**src/rtcm_pkg.sv**
```systemverilog
// ----------------------------------------------------------------------------
// rtcm_pkg
// Types, constants and pin-step helpers shared by the serial RTC master.
// ----------------------------------------------------------------------------
package rtcm_pkg;

  localparam int TIME_BYTES_DEF = 7;
  localparam int HOLD_W         = 10;
  localparam int QUEUE_DEPTH    = 2;

  localparam logic [7:0] CMD_STATUS_RD = 8'h63;
  localparam logic [7:0] CMD_TIME_RD   = 8'h65;
  localparam logic [7:0] CMD_TIME_WR   = 8'h64;

  localparam logic [4:0] OP_DIR        = 5'h10;
  localparam logic [4:0] OP_IDLE       = 5'h01;
  localparam logic [4:0] OP_SEL        = 5'h05;
  localparam logic [4:0] OP_DRIVE_ON   = 5'h17;
  localparam logic [4:0] OP_DRIVE_OFF  = 5'h15;

  localparam logic [2:0] STATUS_PRE_LEN = 3'd3;
  localparam logic [2:0] TIME_PRE_LEN   = 3'd6;
  localparam logic [2:0] WR_LOW_STEPS   = 3'd3;
  localparam logic [2:0] RD_LOW_STEPS   = 3'd5;

  typedef enum logic [1:0] {
    KIND_NONE   = 2'd0,
    KIND_STATUS = 2'd1,
    KIND_READ   = 2'd2,
    KIND_WRITE  = 2'd3
  } kind_t;

  typedef enum logic [2:0] {
    PH_IDLE = 3'd0,
    PH_PRE  = 3'd1,
    PH_CMD  = 3'd2,
    PH_WBIT = 3'd3,
    PH_REL  = 3'd4,
    PH_RBIT = 3'd5,
    PH_END  = 3'd6
  } phase_t;

  typedef struct packed {
    logic sck;
    logic sio;
    logic cs;
    logic drive;
  } pins_t;

  typedef struct packed {
    logic  start;
    kind_t kind;
    logic  sio;
  } tick_ctl_t;

  localparam pins_t PINS_RESET = '{sck: 1'b1, sio: 1'b0, cs: 1'b0, drive: 1'b1};

  function automatic pins_t do_op(input pins_t p, input logic [4:0] op);
    pins_t r;
    r = p;
    if ((op & OP_DIR) != 5'd0) begin
      r.drive = op[1];
    end else begin
      r.sck = op[0];
      r.sio = op[1];
      r.cs  = op[2];
    end
    return r;
  endfunction

  function automatic logic [4:0] pre_op(input kind_t k, input logic [2:0] idx);
    logic [4:0] r;
    r = OP_IDLE;
    if (k == KIND_STATUS) begin
      unique case (idx)
        3'd0:    r = OP_IDLE;
        3'd1:    r = OP_SEL;
        default: r = OP_DRIVE_ON;
      endcase
    end else begin
      unique case (idx)
        3'd0:    r = OP_IDLE;
        3'd1:    r = OP_SEL;
        3'd2:    r = OP_IDLE;
        3'd3:    r = OP_DRIVE_ON;
        3'd4:    r = OP_IDLE;
        default: r = OP_SEL;
      endcase
    end
    return r;
  endfunction

  function automatic logic [7:0] cmd_of(input kind_t k);
    logic [7:0] r;
    unique case (k)
      KIND_STATUS: r = CMD_STATUS_RD;
      KIND_READ:   r = CMD_TIME_RD;
      default:     r = CMD_TIME_WR;
    endcase
    return r;
  endfunction

endpackage

```
**src/rtcm_tick_if.sv**
```systemverilog
// ----------------------------------------------------------------------------
// rtcm_tick_if
// Tick channel: request action, date-time to write and sampled data pin.
// ----------------------------------------------------------------------------
interface rtcm_tick_if
  import rtcm_pkg::*;
#(
  parameter int TIME_BYTES = TIME_BYTES_DEF
);
  logic                    valid;
  logic                    ready;
  logic [1:0]              action;
  logic [8*TIME_BYTES-1:0] write_time;
  logic                    sio_in;

  modport source (output valid, action, write_time, sio_in, input ready);
  modport sink   (input valid, action, write_time, sio_in, output ready);
endinterface

```
**src/rtcm_pins_if.sv**
```systemverilog
// ----------------------------------------------------------------------------
// rtcm_pins_if
// Result channel: pin levels, status flags and last data read.
// ----------------------------------------------------------------------------
interface rtcm_pins_if
  import rtcm_pkg::*;
#(
  parameter int TIME_BYTES = TIME_BYTES_DEF
);
  logic                    valid;
  logic                    ready;
  logic                    sck;
  logic                    sio_out;
  logic                    sio_drive;
  logic                    chip_select;
  logic                    busy_res;
  logic                    done_res;
  logic [8*TIME_BYTES-1:0] read_time;
  logic [7:0]              status_byte;

  modport source (output valid, sck, sio_out, sio_drive, chip_select, busy_res, done_res,
                  read_time, status_byte, input ready);
  modport sink   (input valid, sck, sio_out, sio_drive, chip_select, busy_res, done_res,
                  read_time, status_byte, output ready);
endinterface

```
**src/rtcm_front.sv**
```systemverilog
// ----------------------------------------------------------------------------
// rtcm_front
// Accept ticks, classify the request and preload write data for the queue.
// ----------------------------------------------------------------------------
module rtcm_front
  import rtcm_pkg::*;
#(
  parameter int TIME_BYTES = TIME_BYTES_DEF
) (
  rtcm_tick_if.sink               tick_in,
  output logic                    push_valid,
  input  logic                    push_ready,
  output tick_ctl_t               push_ctl,
  output logic [8*TIME_BYTES-1:0] push_data
);

  kind_t kind;

  assign kind           = kind_t'(tick_in.action);
  assign tick_in.ready  = push_ready;
  assign push_valid     = tick_in.valid;
  assign push_ctl.start = (kind != KIND_NONE);
  assign push_ctl.kind  = kind;
  assign push_ctl.sio   = tick_in.sio_in;
  assign push_data      = (kind == KIND_WRITE) ? tick_in.write_time : '0;

endmodule

```
**src/rtcm_queue.sv**
```systemverilog
// ----------------------------------------------------------------------------
// rtcm_queue
// Short queue between the front and the pin sequencer.
// ----------------------------------------------------------------------------
module rtcm_queue
  import rtcm_pkg::*;
#(
  parameter int DW = 1
) (
  input  logic          clk,
  input  logic          rst,
  input  logic          push_valid,
  output logic          push_ready,
  input  logic [DW-1:0] push_data,
  output logic          pop_valid,
  input  logic          pop_ready,
  output logic [DW-1:0] pop_data
);

  localparam int PW = (QUEUE_DEPTH > 1) ? $clog2(QUEUE_DEPTH) : 1;
  localparam int CW = $clog2(QUEUE_DEPTH + 1);

  logic [DW-1:0] entries [QUEUE_DEPTH];
  logic [PW-1:0] wr_ptr;
  logic [PW-1:0] rd_ptr;
  logic [CW-1:0] count;
  logic          push;
  logic          pop;

  assign push_ready = (count != CW'(QUEUE_DEPTH));
  assign pop_valid  = (count != '0);
  assign pop_data   = entries[rd_ptr];
  assign push       = push_valid && push_ready;
  assign pop        = pop_valid && pop_ready;

  always_ff @(posedge clk) begin
    if (push) begin
      entries[wr_ptr] <= push_data;
    end
  end

  always_ff @(posedge clk) begin
    if (rst) begin
      wr_ptr <= '0;
      rd_ptr <= '0;
      count  <= '0;
    end else begin
      if (push) begin
        wr_ptr <= (wr_ptr == PW'(QUEUE_DEPTH - 1)) ? '0 : wr_ptr + 1'b1;
      end
      if (pop) begin
        rd_ptr <= (rd_ptr == PW'(QUEUE_DEPTH - 1)) ? '0 : rd_ptr + 1'b1;
      end
      if (push && !pop) begin
        count <= count + 1'b1;
      end else if (pop && !push) begin
        count <= count - 1'b1;
      end
    end
  end

endmodule

```
**src/rtcm_back.sv**
```systemverilog
// ----------------------------------------------------------------------------
// rtcm_back
// Pin sequencer: one tick per queued transaction, registered result stage.
// ----------------------------------------------------------------------------
module rtcm_back
  import rtcm_pkg::*;
#(
  parameter int TIME_BYTES = TIME_BYTES_DEF
) (
  input  logic                    clk,
  input  logic                    rst,
  input  logic                    cfg_we,
  input  logic [HOLD_W-1:0]       cfg_wdata,
  input  logic                    q_valid,
  output logic                    q_ready,
  input  tick_ctl_t               q_ctl,
  input  logic [8*TIME_BYTES-1:0] q_data,
  rtcm_pins_if.source             pins_out
);

  localparam int SW = 8 * TIME_BYTES;
  localparam int BW = (TIME_BYTES > 1) ? $clog2(TIME_BYTES) : 1;

  logic [HOLD_W-1:0] hold_ticks;
  logic [HOLD_W-1:0] hold_eff;

  phase_t            phase, phase_next;
  kind_t             kind, kind_next;
  logic [2:0]        bit_index, bit_index_next;
  logic [BW-1:0]     byte_index, byte_index_next;
  logic [2:0]        low_count, low_count_next;
  logic [HOLD_W-1:0] hold_count, hold_count_next;
  logic [SW-1:0]     shift_data, shift_data_next;
  logic [SW-1:0]     read_store, read_store_next;
  logic [7:0]        status_store, status_store_next;
  pins_t             pins, pins_next;
  logic              done_next;
  logic              apply_en;
  logic              step;
  logic [BW-1:0]     last_byte;
  logic [2:0]        pre_last;
  logic [7:0]        cmd;

  assign step      = q_valid && (!pins_out.valid || pins_out.ready);
  assign q_ready   = step;
  assign hold_eff  = (hold_ticks == '0) ? HOLD_W'(1) : hold_ticks;
  assign last_byte = (kind == KIND_STATUS) ? '0 : BW'(TIME_BYTES - 1);
  assign pre_last  = ((kind == KIND_STATUS) ? STATUS_PRE_LEN : TIME_PRE_LEN) - 3'd1;
  assign cmd       = cmd_of(kind_next);

  always_comb begin
    phase_next        = phase;
    kind_next         = kind;
    bit_index_next    = bit_index;
    byte_index_next   = byte_index;
    low_count_next    = low_count;
    hold_count_next   = hold_count;
    shift_data_next   = shift_data;
    read_store_next   = read_store;
    status_store_next = status_store;
    done_next         = 1'b0;
    apply_en          = 1'b0;
    if (phase == PH_IDLE) begin
      if (q_ctl.start) begin
        kind_next       = q_ctl.kind;
        phase_next      = PH_PRE;
        low_count_next  = '0;
        bit_index_next  = '0;
        byte_index_next = '0;
        shift_data_next = q_data;
        apply_en        = 1'b1;
        hold_count_next = HOLD_W'(1);
      end
    end else if (hold_count >= hold_eff) begin
      apply_en        = 1'b1;
      hold_count_next = HOLD_W'(1);
      unique case (phase)
        PH_PRE: begin
          if (low_count == pre_last) begin
            phase_next     = PH_CMD;
            low_count_next = '0;
            bit_index_next = '0;
          end else begin
            low_count_next = low_count + 3'd1;
          end
        end
        PH_CMD, PH_WBIT: begin
          if (low_count == WR_LOW_STEPS) begin
            low_count_next = '0;
            if (phase == PH_WBIT) begin
              shift_data_next = {1'b0, shift_data[SW-1:1]};
            end
            if (bit_index == 3'd7) begin
              bit_index_next = '0;
              if (phase == PH_CMD) begin
                byte_index_next = '0;
                phase_next      = (kind == KIND_WRITE) ? PH_WBIT : PH_REL;
              end else if (byte_index == BW'(TIME_BYTES - 1)) begin
                byte_index_next = '0;
                phase_next      = PH_REL;
              end else begin
                byte_index_next = byte_index + 1'b1;
              end
            end else begin
              bit_index_next = bit_index + 3'd1;
            end
          end else begin
            low_count_next = low_count + 3'd1;
          end
        end
        PH_REL: begin
          if (kind == KIND_WRITE) begin
            phase_next = PH_END;
          end else begin
            phase_next      = PH_RBIT;
            low_count_next  = '0;
            bit_index_next  = '0;
            byte_index_next = '0;
          end
        end
        PH_RBIT: begin
          if (low_count >= RD_LOW_STEPS) begin
            shift_data_next = {q_ctl.sio, shift_data[SW-1:1]};
            low_count_next  = '0;
            if (bit_index == 3'd7) begin
              bit_index_next = '0;
              if (byte_index == last_byte) begin
                byte_index_next = '0;
                phase_next      = PH_END;
              end else begin
                byte_index_next = byte_index + 1'b1;
              end
            end else begin
              bit_index_next = bit_index + 3'd1;
            end
          end else begin
            low_count_next = low_count + 3'd1;
          end
        end
        default: begin
          if (kind == KIND_STATUS) begin
            status_store_next = shift_data[SW-1 -: 8];
          end else if (kind == KIND_READ) begin
            read_store_next = shift_data;
          end
          phase_next      = PH_IDLE;
          done_next       = 1'b1;
          apply_en        = 1'b0;
          hold_count_next = '0;
        end
      endcase
    end else begin
      hold_count_next = hold_count + 1'b1;
    end
  end

  always_comb begin
    pins_next = pins;
    if (apply_en) begin
      unique case (phase_next)
        PH_PRE:  pins_next = do_op(pins, pre_op(kind_next, low_count_next));
        PH_CMD:  pins_next = do_op(pins, {3'b001, cmd[3'd7 - bit_index_next],
                                          (low_count_next >= WR_LOW_STEPS)});
        PH_WBIT: pins_next = do_op(pins, {3'b001, shift_data_next[0],
                                          (low_count_next >= WR_LOW_STEPS)});
        PH_REL:  pins_next = do_op(pins, OP_DRIVE_OFF);
        PH_RBIT: pins_next = do_op(pins, {4'b0010, (low_count_next >= RD_LOW_STEPS)});
        default: pins_next = do_op(pins, OP_IDLE);
      endcase
    end
  end

  always_ff @(posedge clk) begin
    if (rst) begin
      hold_ticks <= HOLD_W'(1);
    end else if (cfg_we) begin
      hold_ticks <= cfg_wdata;
    end
  end

  always_ff @(posedge clk) begin
    if (rst) begin
      phase        <= PH_IDLE;
      kind         <= KIND_NONE;
      bit_index    <= '0;
      byte_index   <= '0;
      low_count    <= '0;
      hold_count   <= '0;
      read_store   <= '0;
      status_store <= '0;
      pins         <= PINS_RESET;
    end else if (step) begin
      phase        <= phase_next;
      kind         <= kind_next;
      bit_index    <= bit_index_next;
      byte_index   <= byte_index_next;
      low_count    <= low_count_next;
      hold_count   <= hold_count_next;
      read_store   <= read_store_next;
      status_store <= status_store_next;
      pins         <= pins_next;
    end
  end

  always_ff @(posedge clk) begin
    if (step) begin
      shift_data <= shift_data_next;
    end
  end

  always_ff @(posedge clk) begin
    if (rst) begin
      pins_out.valid <= 1'b0;
    end else if (step) begin
      pins_out.valid <= 1'b1;
    end else if (pins_out.ready) begin
      pins_out.valid <= 1'b0;
    end
  end

  always_ff @(posedge clk) begin
    if (step) begin
      pins_out.sck         <= pins_next.sck;
      pins_out.sio_out     <= pins_next.sio;
      pins_out.sio_drive   <= pins_next.drive;
      pins_out.chip_select <= pins_next.cs;
      pins_out.busy_res    <= (phase_next != PH_IDLE);
      pins_out.done_res    <= done_next;
      pins_out.read_time   <= read_store_next;
      pins_out.status_byte <= status_store_next;
    end
  end

endmodule

```
**src/rtc_three_wire_serial_master.sv**
```systemverilog
// ----------------------------------------------------------------------------
// rtc_three_wire_serial_master
// Tick-driven master for a three-wire serial real-time-clock chip.
// ----------------------------------------------------------------------------
// Every transaction on tick_in is one timing tick. Its action starts a status
// read, a date-time read or a date-time write when the master is idle, and is
// ignored otherwise; sio_in is the sampled data pin. Every tick yields exactly
// one transaction on pins_out with the pin levels, busy and done flags and the
// last status byte and date-time read.
// hold_ticks (cfg_we / cfg_wdata) sets how many ticks each pin state lasts;
// zero acts as one. Write it only while no transaction is running.
// A taken tick passes through the front queue, and its result then through the
// result register. The pin sequencer takes one tick per cycle while pins_out
// is not stalled.
// Reset clears the queue and result stage, puts the master in idle with the
// clock pin high, select low and the data pin driven, and sets hold_ticks to 1.
// When pins_out stalls the result holds, the two-entry queue fills and then
// tick_in drops ready until the receiver takes the pending result.
// ----------------------------------------------------------------------------
module rtc_three_wire_serial_master
  import rtcm_pkg::*;
#(
  parameter int TIME_BYTES = TIME_BYTES_DEF
) (
  input  logic              clk,
  input  logic              rst,
  input  logic              cfg_we,
  input  logic [HOLD_W-1:0] cfg_wdata,
  rtcm_tick_if.sink         tick_in,
  rtcm_pins_if.source       pins_out
);

  localparam int SW = 8 * TIME_BYTES;
  localparam int DW = $bits(tick_ctl_t) + SW;

  logic            push_valid;
  logic            push_ready;
  tick_ctl_t       push_ctl;
  logic [SW-1:0]   push_data;
  logic            pop_valid;
  logic            pop_ready;
  logic [DW-1:0]   pop_word;
  tick_ctl_t       pop_ctl;
  logic [SW-1:0]   pop_data;

  rtcm_front #(.TIME_BYTES(TIME_BYTES)) u_front (
    .tick_in    (tick_in),
    .push_valid (push_valid),
    .push_ready (push_ready),
    .push_ctl   (push_ctl),
    .push_data  (push_data)
  );

  rtcm_queue #(.DW(DW)) u_queue (
    .clk        (clk),
    .rst        (rst),
    .push_valid (push_valid),
    .push_ready (push_ready),
    .push_data  ({push_ctl, push_data}),
    .pop_valid  (pop_valid),
    .pop_ready  (pop_ready),
    .pop_data   (pop_word)
  );

  assign pop_ctl  = tick_ctl_t'(pop_word[DW-1:SW]);
  assign pop_data = pop_word[SW-1:0];

  rtcm_back #(.TIME_BYTES(TIME_BYTES)) u_back (
    .clk       (clk),
    .rst       (rst),
    .cfg_we    (cfg_we),
    .cfg_wdata (cfg_wdata),
    .q_valid   (pop_valid),
    .q_ready   (pop_ready),
    .q_ctl     (pop_ctl),
    .q_data    (pop_data),
    .pins_out  (pins_out)
  );

endmodule
```
**src/flat_wrapper.sv**
```systemverilog
// flat-port wrapper written by rule: the top's interface ports become plain ports
module rtc_three_wire_serial_master_flat import rtcm_pkg::*;
#(
  parameter int TIME_BYTES = TIME_BYTES_DEF
)
  (clk, rst, cfg_we, cfg_wdata, tick_in_valid, tick_in_action, tick_in_write_time, tick_in_sio_in, tick_in_ready, pins_out_valid, pins_out_sck, pins_out_sio_out, pins_out_sio_drive, pins_out_chip_select, pins_out_busy_res, pins_out_done_res, pins_out_read_time, pins_out_status_byte, pins_out_ready);
  rtcm_tick_if #(.TIME_BYTES(TIME_BYTES)) tick_in_i ();
  rtcm_pins_if #(.TIME_BYTES(TIME_BYTES)) pins_out_i ();
  input  logic clk;
  input  logic rst;
  input  logic cfg_we;
  input  logic [HOLD_W-1:0] cfg_wdata;
  input wire logic [$bits(tick_in_i.valid)-1:0] tick_in_valid;
  input wire logic [$bits(tick_in_i.action)-1:0] tick_in_action;
  input wire logic [$bits(tick_in_i.write_time)-1:0] tick_in_write_time;
  input wire logic [$bits(tick_in_i.sio_in)-1:0] tick_in_sio_in;
  output wire logic [$bits(tick_in_i.ready)-1:0] tick_in_ready;
  output wire logic [$bits(pins_out_i.valid)-1:0] pins_out_valid;
  output wire logic [$bits(pins_out_i.sck)-1:0] pins_out_sck;
  output wire logic [$bits(pins_out_i.sio_out)-1:0] pins_out_sio_out;
  output wire logic [$bits(pins_out_i.sio_drive)-1:0] pins_out_sio_drive;
  output wire logic [$bits(pins_out_i.chip_select)-1:0] pins_out_chip_select;
  output wire logic [$bits(pins_out_i.busy_res)-1:0] pins_out_busy_res;
  output wire logic [$bits(pins_out_i.done_res)-1:0] pins_out_done_res;
  output wire logic [$bits(pins_out_i.read_time)-1:0] pins_out_read_time;
  output wire logic [$bits(pins_out_i.status_byte)-1:0] pins_out_status_byte;
  input wire logic [$bits(pins_out_i.ready)-1:0] pins_out_ready;
  assign tick_in_i.valid = tick_in_valid;
  assign tick_in_i.action = tick_in_action;
  assign tick_in_i.write_time = tick_in_write_time;
  assign tick_in_i.sio_in = tick_in_sio_in;
  assign tick_in_ready = tick_in_i.ready;
  assign pins_out_valid = pins_out_i.valid;
  assign pins_out_sck = pins_out_i.sck;
  assign pins_out_sio_out = pins_out_i.sio_out;
  assign pins_out_sio_drive = pins_out_i.sio_drive;
  assign pins_out_chip_select = pins_out_i.chip_select;
  assign pins_out_busy_res = pins_out_i.busy_res;
  assign pins_out_done_res = pins_out_i.done_res;
  assign pins_out_read_time = pins_out_i.read_time;
  assign pins_out_status_byte = pins_out_i.status_byte;
  assign pins_out_i.ready = pins_out_ready;
  rtc_three_wire_serial_master #(.TIME_BYTES(TIME_BYTES)) u_core (.clk(clk), .rst(rst), .cfg_we(cfg_we), .cfg_wdata(cfg_wdata), .tick_in(tick_in_i), .pins_out(pins_out_i));
endmodule
```
**config.mk**
```make
export PLATFORM = sky130hd
export DESIGN_NAME = rtc_three_wire_serial_master_flat
export DESIGN_NICKNAME = d
export VERILOG_FILES = /design/src/rtcm_pkg.sv /design/src/rtcm_tick_if.sv /design/src/rtcm_pins_if.sv /design/src/rtcm_front.sv /design/src/rtcm_queue.sv /design/src/rtcm_back.sv /design/src/rtc_three_wire_serial_master.sv /design/src/flat_wrapper.sv
export SDC_FILE = /design/constraint.sdc
export NUM_CORES = 1
export LEC_CHECK = 0
export BUFFER_PORTS_ARGS = -buffer_cell sky130_fd_sc_hd__buf_2
export CORE_ASPECT_RATIO = 1.1
export CORE_MARGIN = 8
export CORE_UTILIZATION = 35
export DETAILED_ROUTE_END_ITERATION = 8
export PLACE_DENSITY = 0.52
export SYNTH_ARGS = -nofsm -noshare
export SYNTH_HDL_FRONTEND = slang
export SYNTH_SLANG_ARGS = --single-unit
```
**constraint.sdc**
```tcl
create_clock -name clk -period 6.4 [get_ports clk]
set_input_delay 0.32 -clock clk [delete_from_list [all_inputs] [get_ports clk]]
set_output_delay 0.32 -clock clk [all_outputs]
set_load 0.01 [all_outputs]
```
==> impl_results.md <==
- Clk network pwr share: roughly a quarter
- TritonRoute pass-1 iters: 5
- Slew @ Worst Pin: between 1000 and 1500 ps
- Initial antenna violation count: 0
- Ports: roughly 150
- PortBufs: 145
- Largest buffer count on any clock path: 3
- ANT cells: 0
- Post-Synthesis Cells: ~1,200
- Leak: around 7.4 nW
- Maximum vdd ir drop: roughly 0.19 mV
- Post-CTS Resized: 0
- Synth Area per Inst: approximately 13 µm²
- Slowest cell on crit path: nand3b_1
- Worst r2r src: u_core.u_back.hold_ticks[6]
- Most frequent cells in the layout: edfxtp_1 (246), buf_2 (145), dfxtp_1 (107)
- Routed Antenna Nets: 0
- Die width: 217 µm
- Dpl ws: 2490 ps
- CTS tree: built
- Clock root buffer master: clkbuf_16
- Startpoint Class: register
- CP Data Arrival Time: ~4300 ps
- Row Count: approximately 80
- Remaining DRCs: 0
- H-tree depth: 2
- Reg power frac: ~45%
- Setup Crit Path Kind: reg -> reg
- Final Power: around 8.4 mW
- Comb pwr share: 30.4%
- CP Cell Sequence: nor4_1 -> a41o_1 -> ha_1 -> o21ai_0 -> a211oi_4 -> nor2_4 -> nor2_2 -> nand3b_1 -> buf_4 -> mux2_4 -> o211a_1
- Unrepaired setup endpoints after global routing: false
- GR Util All Layers: 13.9%
- Wirelength, routed: 37.4 mm
- Final setup TNS: 0 ps
- Via count: between 9,000 and 10,000
- Syn Nets: ~1,300
- Synth cell types: 84
- Tmin final: ~3900 ps
- Required time of the worst setup path: slightly below 7000 ps
- Worst-path clk slew: ~60 ps
- EDFF count, synth: about 250
- Worst Clk Skew: ~14 ps
- Layout cell share with drive strength beyond 1: roughly a quarter
- Largest net degree at the start of global routing: 73
- WL/cell: just under 20 µm
- PwrDens: about 470 mW/mm²
- # nets final: roughly 1,400
- P_sw: approximately 2.8 mW
- Setup crit end kind: register
- Area growth syn-to-layout: 15.3%
- Vias per std cell: approximately 5
- Hold path startpoint: cfg_wdata[5]
- Top_reg_cell synth: edfxtp_1
- Die area: 0.0517 mm²
- Number of global-route vias before repair: 9,876
- First-pass GRT wire length: 57.3 mm
- Max-slew violations: 0
- R2r setup slk: around 2500 ps
- Seq cells post-synth: about 350
- Iteration-0 DRC count of the detailed router: around 660
- Max Cap Viol: 0
- Crit path setup slack, layout: ~2500 ps
- Worst slew margin: a little under a quarter
- Max FO, Critical Path: 24
- Sequential-to-total area share from yosys stat: around 60%
- Period utilisation layout: about three fifths
- Core area: 0.0443 mm²
- Clk sinks: about 350
- Async SR Flop Fraction: 0%
- Yosys synthesis warning count: 0
- Clock buffer count from CTS: 38
- Int Power: about 5.6 mW
- GP Congestion: between 0.8 and 0.9
- HPWL after DPL: around 24 mm
- Commonest non-fill, non-tap cell in the layout: edfxtp_1
- Setup crit start: u_core.u_back.hold_ticks[6]
- Area of the mapped netlist: 0.0156 mm²
- Sw Share: 33.7%
- Run status: completed
- Worst min path class: in -> reg
- Highest Clock Rate: ~260 MHz
- Worst path bufs/invs: 1
- Largest delay share family, worst path: simple AND/OR/NAND/NOR gates
- CP peak stage delay: just over 600 ps
- Initial Util: a little over a third
- Die height: ~240 µm
- Final setup fails: 0
- Worst skew pair latency: 540 ps
- Total grt overflow: 0
- Final hold violation count: 0
[routing by layer]
layer,up-vias,part of all wire (%),global-route usage [%],wire length (µm)
li1,4730,-,-,-
met2,194,50,24.3,18700
met5,-,0,0,0
met3,46,4.0,2.49,1510
met4,0,1.8,3.75,678
met1,4724,44,17.5,16500
[sequential cells by signal, summed over array words and instances, names as in the netlist, 4 cells and up, named ones only]
register	count
u_core.u_back.pins	4
u_core.u_back.hold_ticks	10
u_core.u_back.pins_out.read_time	56
u_core.u_back.status_store	8
u_core.u_queue.entries	120
u_core.u_back.shift_data	56
u_core.u_back.hold_count	10
u_core.u_back.pins_out.status_byte	8
u_core.u_back.read_store	56
[cells in the mapped netlist, drive strengths merged, types with 3 or more instances]
master  number  share of area, %
o31ai        3              0.14
nand2b      59               2.4
or3          9              0.39
o32ai        4              0.32
a22oi        3              0.18
mux2        66               5.7
a31oi        7              0.28
nand3b       3              0.14
nor3        11              0.52
mux2i       80               5.1
nand4        6              0.24
a21boi       3              0.17
dfxtp      108                14
a21oi       26              0.83
clkbuf      60               1.8
nor4b        3              0.17
nor2        77               1.9
o22ai        4              0.20
edfxtp     246                47
a21o         5              0.24
and2         5              0.22
o211a       56               3.6
xor2         8              0.45
nand3        6              0.19
buf         15              0.74
and3        61               2.4
a211oi      11              0.67
nand2       92               2.2
inv         26              0.62
ha          21               1.7
a32oi        4              0.22
o211ai       3              0.14
o21ai       82               2.7
[power by group through the flow]
| stage | clock (mW) | sequential [mW] | combinational (mW) |
|---|---|---|---|
| final | 2.08 | 3.75 | 2.55 |
| after CTS | 2.15 | 3.77 | 2.59 |
| after detailed placement | 0 | 3.81 | 2.58 |
| after floorplan | 0 | 3.77 | 1.73 |
| after global routing | 2.24 | 3.83 | 2.79 |
| after global placement | 0 | 3.80 | 2.54 |
[worst register-to-register path, cell delays in order, from the launching register on]
cell and delay, ps:
dfxtp_1 330, nor4_1 350, a41o_1 240, ha_1 230, o21ai_0 350, a211oi_4 180, nor2_4 250, nor2_2 90
nand3b_1 620, buf_4 570, mux2_4 370, o211a_1 210
[area by class of cell]
type	count	area, µm²
Tap cell	581	727
Multi-Input combinational cell	751	5610
Fill cell	4160	26300
Inverter	26	100
Sequential cell	354	9550
Timing Repair Buffer	157	821
Clock buffer	57	1080
Clock inverter	13	116
[through the flow]
step / util [%] / std cells / hold slack (ps) / area (µm²)
final: 40.7 / 1939 / 32.6 / 18000
after global placement: 37.9 / 1867 / 445 / 16800
after detailed placement: 37.9 / 1867 / 455 / 16800
after global routing: 40.7 / 1939 / 18.7 / 18000
after floorplan: - / 1206 / 419 / 15600
after CTS: 40.6 / 1938 / 1.76 / 18000
[worst paths after layout]
kind,to,cells past startpoint
worst max register to register,u_core.u_back.read_store[38],11
worst max-delay path,u_core.u_back.read_store[38],11
worst min-delay path,u_core.u_back.hold_ticks[5],3
worst min register to register,u_core.u_back.read_store[1],2
[kinds of logic (layout without fill, tap and decap cells)]
group	count (synthesis)	after routing	share of synthesized area, %
flops	354	354	61.1
simple gates	344	344	11.5
compound gates	230	230	11.1
mux	146	146	10.9
buf+inv	101	253	3.19
fa+ha+maj	21	21	1.68
xor+xnor	10	10	0.561
[what timing repair did]
item | in CTS | in global routing
buffers inserted | 0 | 0
hold buffers | 1 | 1
endpoints found under the hold margin | 1 | 2
No activity file was read; power rests on OpenSTA's default activity.
